--- src/hw/rtl/mta_pkg.sv ---
// ----------------------------------------------------------------------------
// mta_pkg
// Shared types, constants and tables of the matrix transform accumulator.
// ----------------------------------------------------------------------------
package mta_pkg;

    // operation codes
    typedef enum logic [3:0] {
        OP_IDENTITY  = 4'd0,
        OP_LOAD      = 4'd1,
        OP_MULTIPLY  = 4'd2,
        OP_SCALE     = 4'd3,
        OP_TRANSLATE = 4'd4,
        OP_ROTX      = 4'd5,
        OP_ROTY      = 4'd6,
        OP_ROTZ      = 4'd7,
        OP_READ      = 4'd8
    } op_t;

    localparam int FRAC_BITS_DEF   = 16;
    localparam int CORDIC_ITER_DEF = 16;
    localparam int ANG_FRAC        = 24;
    localparam int VEC_FRAC        = 30;
    localparam int ATAN_DEPTH      = 24;
    localparam logic signed [33:0] CORDIC_GAIN = 34'sd652032874;

    // arctangent table in degrees, 24 fraction bits
    function automatic logic signed [31:0] atan_deg(input logic [4:0] idx);
        logic signed [31:0] v;
        case (idx)
            5'd0:  v = 32'sd754974720;
            5'd1:  v = 32'sd445687602;
            5'd2:  v = 32'sd235489088;
            5'd3:  v = 32'sd119537938;
            5'd4:  v = 32'sd60000934;
            5'd5:  v = 32'sd30029717;
            5'd6:  v = 32'sd15018523;
            5'd7:  v = 32'sd7509720;
            5'd8:  v = 32'sd3754917;
            5'd9:  v = 32'sd1877466;
            5'd10: v = 32'sd938734;
            5'd11: v = 32'sd469367;
            5'd12: v = 32'sd234684;
            5'd13: v = 32'sd117342;
            5'd14: v = 32'sd58671;
            5'd15: v = 32'sd29335;
            5'd16: v = 32'sd14668;
            5'd17: v = 32'sd7334;
            5'd18: v = 32'sd3667;
            5'd19: v = 32'sd1833;
            5'd20: v = 32'sd917;
            5'd21: v = 32'sd458;
            5'd22: v = 32'sd229;
            5'd23: v = 32'sd115;
            default: v = 32'sd0;
        endcase
        return v;
    endfunction

endpackage

--- src/hw/rtl/mta_cordic.sv ---
// ----------------------------------------------------------------------------
// mta_cordic
// Iterative sine/cosine of an angle in degrees: range reduction, one
// CORDIC step per cycle, rounding to the output fraction.
// ----------------------------------------------------------------------------
module mta_cordic #(
    parameter int FRAC_BITS   = mta_pkg::FRAC_BITS_DEF,
    parameter int CORDIC_ITER = mta_pkg::CORDIC_ITER_DEF
) (
    input  logic               clk,
    input  logic               rst_n,
    input  logic               start,
    input  logic signed [31:0] angle,
    output logic               done,
    output logic signed [31:0] sin_out,
    output logic signed [31:0] cos_out
);

    localparam int ITERS = (CORDIC_ITER < mta_pkg::ATAN_DEPTH) ? CORDIC_ITER
                                                               : mta_pkg::ATAN_DEPTH;
    localparam int RSH   = mta_pkg::VEC_FRAC - FRAC_BITS;
    localparam int ZSH   = mta_pkg::ANG_FRAC - FRAC_BITS;
    // number of halving steps so that 360 << MOD_STEPS covers 2^31
    localparam int MOD_STEPS = (FRAC_BITS < 23) ? 23 - FRAC_BITS : 0;
    localparam logic signed [40:0] FULL     = 41'sd360 <<< FRAC_BITS;
    localparam logic signed [40:0] HALF     = 41'sd180 <<< FRAC_BITS;
    localparam logic signed [40:0] QUARTER  = 41'sd90 <<< FRAC_BITS;
    localparam logic signed [40:0] FULL_TOP = FULL <<< MOD_STEPS;

    typedef enum logic [2:0] {S_IDLE, S_MOD, S_FOLD, S_ITER, S_DONE} state_t;

    state_t             state_reg;
    logic signed [40:0] r_reg;
    logic [3:0]         m_reg;
    logic               flip_reg;
    logic signed [34:0] x_reg, y_reg;
    logic signed [33:0] z_reg;
    logic [4:0]         i_reg;
    logic signed [31:0] sin_reg, cos_reg;

    logic signed [34:0] dx, dy;
    logic signed [34:0] xr, yr;
    logic signed [31:0] cr, sr;
    logic signed [40:0] r_fold;
    logic               fold_flip;
    logic signed [40:0] r_sub;
    logic signed [40:0] mod_step;

    // one rotation step, and rounding of x and y to the output fraction
    always_comb
    begin
        dx = y_reg >>> i_reg;
        dy = x_reg >>> i_reg;
        xr = x_reg + (35'sd1 <<< (RSH - 1));
        yr = y_reg + (35'sd1 <<< (RSH - 1));
        cr = 32'(xr >>> RSH);
        sr = 32'(yr >>> RSH);
    end

    // shifted multiple of 360 degrees for the current reduction step
    always_comb
    begin
        mod_step = FULL <<< m_reg;
    end

    // fold into [-90, 90]
    always_comb
    begin
        r_sub     = (r_reg >= HALF) ? r_reg - FULL : r_reg;
        r_fold    = r_sub;
        fold_flip = 1'b0;
        if (r_sub > QUARTER)
        begin
            r_fold    = HALF - r_sub;
            fold_flip = 1'b1;
        end
        else if (r_sub < -QUARTER)
        begin
            r_fold    = -HALF - r_sub;
            fold_flip = 1'b1;
        end
    end

    always_ff @(posedge clk or negedge rst_n)
    begin
        if (!rst_n)
        begin
            state_reg <= S_IDLE;
            r_reg     <= '0;
            m_reg     <= '0;
            flip_reg  <= 1'b0;
            x_reg     <= '0;
            y_reg     <= '0;
            z_reg     <= '0;
            i_reg     <= '0;
            sin_reg   <= '0;
            cos_reg   <= '0;
        end
        else
        begin
            case (state_reg)
                // negative angles move up by a multiple of 360 degrees
                S_IDLE:
                begin
                    if (start)
                    begin
                        r_reg     <= (angle < 0) ? 41'(angle) + FULL_TOP : 41'(angle);
                        m_reg     <= 4'(MOD_STEPS);
                        state_reg <= S_MOD;
                    end
                end
                // bring the angle into [0, 360) by compare/subtract of
                // 360 << m, m counting down to zero
                S_MOD:
                begin
                    if (r_reg >= mod_step)
                        r_reg <= r_reg - mod_step;
                    if (m_reg == 4'd0)
                        state_reg <= S_FOLD;
                    else
                        m_reg <= m_reg - 4'd1;
                end
                S_FOLD:
                begin
                    flip_reg  <= fold_flip;
                    z_reg     <= 34'(r_fold <<< ZSH);
                    x_reg     <= 35'(mta_pkg::CORDIC_GAIN);
                    y_reg     <= '0;
                    i_reg     <= '0;
                    state_reg <= S_ITER;
                end
                S_ITER:
                begin
                    if (z_reg >= 0)
                    begin
                        x_reg <= x_reg - dx;
                        y_reg <= y_reg + dy;
                        z_reg <= z_reg - 34'(mta_pkg::atan_deg(i_reg));
                    end
                    else
                    begin
                        x_reg <= x_reg + dx;
                        y_reg <= y_reg - dy;
                        z_reg <= z_reg + 34'(mta_pkg::atan_deg(i_reg));
                    end
                    if (i_reg == 5'(ITERS - 1))
                        state_reg <= S_DONE;
                    i_reg <= i_reg + 5'd1;
                end
                S_DONE:
                begin
                    sin_reg   <= sr;
                    cos_reg   <= flip_reg ? -cr : cr;
                    state_reg <= S_IDLE;
                end
                default: state_reg <= S_IDLE;
            endcase
        end
    end

    assign done    = (state_reg == S_DONE);
    assign sin_out = sin_reg;
    assign cos_out = cos_reg;

endmodule

--- config.mk ---
export PLATFORM = sky130hd
export DESIGN_NAME = mta_cordic
export DESIGN_NICKNAME = d
export VERILOG_FILES = /design/src/hw/rtl/mta_pkg.sv /design/src/hw/rtl/mta_cordic.sv
export SDC_FILE = /design/constraint.sdc
export NUM_CORES = 1
export LEC_CHECK = 0
export BUFFER_PORTS_ARGS = -buffer_cell sky130_fd_sc_hd__buf_4
export CAP_MARGIN = 0
export CORE_MARGIN = 4
export CORE_UTILIZATION = 55
export DETAILED_ROUTE_END_ITERATION = 6
export PLACE_DENSITY = 0.68
export SLEW_MARGIN = 15
export SYNTH_ARGS = -nofsm -noshare
export SYNTH_HDL_FRONTEND = slang
export SYNTH_SLANG_ARGS = --single-unit
--- constraint.sdc ---
create_clock -name clk -period 8.8 [get_ports clk]
set_clock_uncertainty 0.1 [all_clocks]
set_input_delay 1.32 -clock clk [delete_from_list [all_inputs] [get_ports clk]]
set_output_delay 1.32 -clock clk [all_outputs]
set_load 0.005 [all_outputs]
==> results by group, run 1 <==
Outcome
  • Outcome: finished with violations
  • Failing checks: design-rule violations

Finish
  • Max FFs per register: 41
  • FF/Latch Area: ~0.0053 sq mm
  • N_diodes: 0
  • Design area: 0.0268 sq mm
  • Fillers: 3,998
  • Most frequent cells in the layout: nand2_1 (384), o21ai_0 (233), nor2_1 (222)
  • Fin nets: 3,206
  • Multi-input gate area: 0.0184 sq mm
  • Area delta synth->final: 7.45%
  • Non-filler cells, final: approximately 3,600
  • Ratio of cells with drive above 1 in the final layout: 13.2%
  • Commonest non-fill, non-tap cell in the layout: nand2_1

Floorplan
  • Core Rows: just under 80
  • I/O pin count: 100
  • DIE HEIGHT: about 220 um
  • Initial Util: 56.0%
  • Chip Width: ~220 um
  • Die ar.: between 0.04 and 0.05 sq mm
  • Core outline area: approximately 0.045 sq mm

Setup path
  • Req. time, crit path: 9.17 ns
  • Worst EP arrival: 7.94 ns
  • Crit start category: flop
  • CP Max Fanout: 38
  • CP Capture Type: flop
  • Critical path class: reg2reg

Routing
  • Via density: 6.72
  • Residual DRC: 4
  • Final wirelength: 84,900 um
  • Vias: 24,400
  • Remaining antenna violation count: 0
  • Routed wire per std cell: between 20 and 25 um
  • Pre-Repair DR Iteration Count: 7
  • Initial DRC count: 2,399

Synthesis
  • Gate Count Post-Synth: 3,067
  • Number of synthesized flops with an enable pin: 0
  • Post-Synth XOR/XNOR Area: 9.49%
  • Mapped Area: roughly 0.025 sq mm
  • Synth Area per Inst: 8.12 sq um
  • Compound-Gate Fraction of Synth Area: 22.2%
  • Syn nets: 3,259
  • Distinct cells, synth: 102
  • Largest family of logic cells by synthesized area: compound AO/OA/AOI/OAI gates
  • Simple-Gate Fraction of Synth Area: 20.0%
  • Yosys warning total: 0
  • Register area share after synthesis: roughly a fifth
  • Synth Flop Type: dfrtp_1
  • Ys async rst share: 100%
  • Seq cells post-synth: between 200 and 250
  • Post-synthesis mux area share: 13.8%
  • Post-synthesis adder-cell area fraction: 7.98%

Timing
  • Period utilization: 86.1%
  • RSZ-0062 raised after global routing: false
  • Final Hold Viols: 0
  • Fmax: between 100 and 150 MHz
  • Fin Setup TNS: 0 ns
  • Slew @ Worst Pin: between 0.9 and 1 ns
  • Worst slew margin: between 30% and 40%
  • Final setup fails: 0
  • Max-slew violations: 0
  • Post-route setup slack: 1.23 ns
  • Final min period: roughly 7.6 ns

Global routing
  • Largest net degree at the start of global routing: 120
  • First-pass GRT wire length: 133,000 um
  • Vias in the first global route: 23,600
  • Global Route Usage Sum: about 33%
  • Total grt overflow: 0
  • Initial antenna violation count: 1

Place
  • Placed cell area: 0.0258 sq mm
  • GP Congestion: approximately 1.1
  • Pre-CTS WS: 1.39 ns
  • Placed Cells incl. Taps: 3,578
  • HPWL after DPL: 62,200 um
  • IO Port Bufs: 99

Clock network
  • Later-pin clock latency in the skew report: 0.58 ns
  • Clock Sinks: 211
  • Root Driver: clkbuf_16
  • CTS resizes: 0
  • H-tree Lvls: 1
  • CTS Buf Count: 26
  • Post-CTS Setup Repair Bufs: 0
  • Clk buf depth: 3
  • Reg clk slew, reported paths: about 0.06 ns
  • CTS tree: done
  • Hold-fix buffers, CTS: 0

Flow run
  • Max-Cap Viols: 0

Hold path
  • Worst hold path class: reg2reg
routing by layer:
metal	routed length (um)	vias up	share of wire [%]	GRT usage, %
li1	-	11200	-	-
met1	33400	11700	39	41.7
met2	39500	1202	47	55.3
met3	7300	301	8.6	6.63
met4	4720	2	5.6	15.6
met5	14	-	0.016	0
worst paths after layout:
check | end | from | cells past startpoint | slack (ns)
max | z_reg[33]$_DFFE_PN0P_ | i_reg[2]$_DFFE_PN0P_ | 21 | 1.23
min | cos_out[13]$_DFFE_PN0P_ | cos_out[13]$_DFFE_PN0P_ | 2 | 0.37
min in group asynchronous | cos_out[28]$_DFFE_PN0P_ | rst_n | 1 | 0.62
min reg2reg | cos_out[13]$_DFFE_PN0P_ | cos_out[13]$_DFFE_PN0P_ | 2 | 0.37
max reg2reg | z_reg[33]$_DFFE_PN0P_ | i_reg[2]$_DFFE_PN0P_ | 21 | 1.23
max in group asynchronous | i_reg[0]$_DFFE_PN0P_ | rst_n | 2 | 6.76
cell type report:
class,instances,share of cell area (%)
clock buffers,37,2.93
clock inverters,11,0.724
inverters,84,1.18
multi-input cells,2550,68.6
flip-flops and latches,211,19.8
well taps,592,2.77
repair buffers,141,4.08
cells in the mapped netlist, types with 27 or more instances:
cell	count	share of area, %
a211oi_1	34	1.0
a21o_1	50	1.5
a21oi_1	173	3.5
and3_1	27	0.68
buf_2	27	0.54
clkbuf_1	145	2.2
dfrtp_1	211	21
ha_1	154	7.7
inv_1	78	1.2
mux2_2	67	3.0
mux2i_1	73	2.9
mux4_2	82	7.4
nand2_1	385	5.8
nand2b_1	46	1.2
nand3_1	81	1.6
nand4_1	30	0.75
nor2_1	224	3.4
nor3_1	75	1.5
o211ai_1	28	0.84
o21a_1	28	0.84
o21ai_0	233	4.7
o22ai_1	30	0.75
o31ai_1	51	1.5
or3_1	33	0.83
xnor2_1	166	5.8
xor2_1	104	3.7
cells by family (layout without fill, tap and decap cells):
| logic type | count (synthesis) | in the layout |
|---|---|---|
| adder cells (fa/ha/maj) | 157 | 157 |
| flip-flops | 211 | 211 |
| buffers and inverters | 306 | 273 |
| AO/OA/AOI/OAI | 852 | 852 |
| AND/OR/NAND/NOR | 1043 | 1043 |
| multiplexers | 228 | 228 |
| XOR/XNOR | 270 | 270 |
through the flow:
stage	hold slack [ns]	utilization [%]
2_1_floorplan	0.349	-
3_3_place_gp	0.361	57.9
3_5_place_dp	0.369	57.9
4_1_cts	0.384	60.1
5_1_grt	0.404	60.1
6_report	0.375	60.1
critical path, cell delays in order, from the launching register on:
cell       delay, ns
dfrtp_2         0.86
buf_4           0.57
or2_1           0.46
o21ai_0         0.16
a222oi_1        0.61
nand3_1         0.19
nand3b_1        0.28
nor3_1          0.42
a31oi_1         0.26
xnor2_1         0.28
ha_1            0.32
a211oi_1        0.34
o211ai_1        0.16
a31oi_1         0.27
o2111ai_1       0.19
o31ai_1         0.58
o311ai_0        0.30
nand3_1         0.17
nand2b_1        0.07
a21oi_1         0.22
mux2_2          0.36
a222oi_1        0.27
Power of run 1 is not shown: default switching activity piles up to over one toggle a cycle in this logic, so the estimate is an artifact.
==> run 2: changes to the inputs <==
CORE_MARGIN = 2   (was 4)
==> run 2 against run 1 <==
Net effect:
- the flow still finishes with violations (design-rule violations)
- cell count is the same
- clock-buffer cell count shrank 3
- wire length shrank 2.7%
- core utilization shrank 0.19 points
- global-route usage grew 1.3 points
- highest routed layer is now met4
==> results by group, run 2 (synthesis gave the netlist of run 1 again) <==
Finish
  • Ratio of cells with drive above 1 in the final layout: 13.1% (-0.066 points)
  • Non-filler cells, final: 3,626 (unchanged)
  • Commonest non-fill, non-tap cell in the layout: nand2_1
  • Most frequent cells in the layout: nand2_1 (384), o21ai_0 (233), nor2_1 (223)
  • Fin nets: 3,206 (unchanged)
  • Max FFs per register: 41 (unchanged)
  • Area delta synth->final: 7.11%
  • N_diodes: 0 (unchanged)

Routing
  • Via density: 6.64 (-1.1%)
  • Vias: 24,100 (-1.1%)
  • Residual DRC: 1 (-3)
  • Remaining antenna violation count: 0 (unchanged)
  • Routed wire per std cell: 22.8 um (-2.7%)
  • Final wirelength: 82,600 um (-2.7%)
  • Pre-Repair DR Iteration Count: 7 (unchanged)
  • Initial DRC count: 2,236 (-6.8%)

Timing
  • Slew @ Worst Pin: 1.17 ns (+0.203 ns)
  • Final min period: 7.60 ns (+0.0282 ns)
  • Fmax: 132 MHz (-0.37%)
  • Worst slew margin: 21.4% (-13 points)
  • Final Hold Viols: 0 (unchanged)
  • Period utilization: 86.4% (+0.32 points)
  • Max-slew violations: 0 (unchanged)
  • WHS: 0.372 ns (-0.00254 ns)
  • Final setup fails: 0 (unchanged)
  • Fin Setup TNS: 0 ns (unchanged)
  • RSZ-0062 raised after global routing: false

Clock network
  • Root Driver: clkbuf_16
  • Hold-fix buffers, CTS: 0 (unchanged)
  • Clk buf depth: 3 (unchanged)
  • Clock Sinks: 211 (unchanged)
  • Later-pin clock latency in the skew report: 0.59 ns (about the same)
  • H-tree Lvls: 1 (unchanged)
  • Post-CTS Setup Repair Bufs: 0 (unchanged)
  • Reg clk slew, reported paths: 0.07 ns (about the same)
  • CTS resizes: 0 (unchanged)
  • CTS Buf Count: 26 (unchanged)
  • CTS tree: done

Place
  • Placed Cells incl. Taps: 3,578 (unchanged)
  • HPWL after DPL: 61,300 um (-1.5%)
  • IO Port Bufs: 99 (unchanged)
  • GP Congestion: 1.05 (-2.5%)

Flow run
  • Max-Cap Viols: 0 (unchanged)

Global routing
  • Initial antenna violation count: 0 (-1)
  • Largest net degree at the start of global routing: 117 (-2.5%)
  • Met2 usage: 59.6% (+4.3 points)
  • Vias in the first global route: 23,200 (-1.8%)
  • Gr busiest metal: met2
  • Global Route Usage Sum: 34.5% (+1.3 points)
  • First-pass GRT wire length: 129,000 um (-2.6%)
  • Total grt overflow: 0 (unchanged)
  • Met1 Use GR: 43.2% (+1.4 points)
  • GR Util met3: 4.75% (-1.9 points)

Floorplan
  • Chip Width: 217 um (-1.8%)
  • Die ar.: 0.0470 sq mm (-3.6%)
  • Initial Util: 56.0% (unchanged)
  • I/O pin count: 100 (unchanged)
  • Core outline area: 0.0445 sq mm (unchanged)
  • Core Rows: 77 (unchanged)
  • DIE HEIGHT: 217 um (-1.8%)

Setup path
  • Crit path cell chain: buf_12 -> mux4_2 -> mux4_2 -> nand2_1 -> a21boi_0 -> ha_1 -> inv_1 -> a2111oi_0 -> and4_1 -> nand2_1 -> nand2_1 -> xnor2_1 -> ha_1 -> nand3_1 -> o21bai_1 -> a2111oi_0 -> o31ai_1 -> o21a_1 -> a41oi_1 -> nor2_1 -> a211oi_1 -> o21ai_0 -> xnor2_1 -> o22ai_1
  • Crit start category: flop
  • Worst path slowest cell: dfrtp_4
  • Reg2Reg Setup Slack: 1.20 ns (-0.03 ns)
  • Worst EP arrival: 7.95 ns (about the same)
  • CP Max Fanout: 69 (+82%)
  • Critical path class: reg2reg
  • Worst path most repeated cell: nand2_1
  • CP Capture Type: flop
  • Crit path buf inv count: 2 (+1)
  • Req. time, crit path: 9.15 ns (-0.02 ns)
  • Crit path largest cell delay: 0.87 ns (about the same)
  • Crit-path leading delay family: compound AO/OA/AOI/OAI gates

Outcome
  • Outcome: finished with violations
  • Failing checks: design-rule violations

Hold path
  • Worst hold path class: reg2reg
## run 2: area by class of cell
| type | instances | area, sq um |
|---|---|---|
| clock inverter | 14 | 169 |
| multi-input combinational | 2550 | 18300 |
| inverter | 84 | 315 |
| tap | 592 | 741 |
| timing repair buffer | 141 | 1090 |
| fill | 3999 | 17800 |
| sequential | 211 | 5290 |
| clock buffer | 34 | 731 |
## run 2: worst min-delay path, cell delays in order, from the launching register on
cell and delay (ns):
dfrtp_1 0.34, nand2_1 0.05, nand2_1 0.05
## run 2: per-layer routing
metal	vias to the layer above	routed length, um
met1	11600	32900
li1	11200	-
met4	0	4040
met5	-	0
met3	241	6030
met2	1071	39600
## run 2: path summary, 6_finish.rpt
path,from,to,depth (start not counted)
setup / recovery,i_reg[1]$_DFFE_PN0P_,x_reg[34]$_DFFE_PN0P_,24
hold / removal,cos_out[29]$_DFFE_PN0P_,cos_out[29]$_DFFE_PN0P_,2
setup reg to reg,i_reg[1]$_DFFE_PN0P_,x_reg[34]$_DFFE_PN0P_,24
hold reg to reg,cos_out[29]$_DFFE_PN0P_,cos_out[29]$_DFFE_PN0P_,2
max in group asynchronous,rst_n,i_reg[3]$_DFFE_PN0P_,2
min in group asynchronous,rst_n,cos_out[22]$_DFFE_PN0P_,1
## run 2: stage by stage
step	instance area (sq um)	worst slack, ns	util (%)
2_1_floorplan	24900	1.98	-
3_3_place_gp	25800	1.56	57.9
3_5_place_dp	25800	1.43	57.9
4_1_cts	26700	1.41	59.9
5_1_grt	26700	0.747	59.9
6_report	26700	1.20	59.9
Power of run 2 is left out for the same reason.
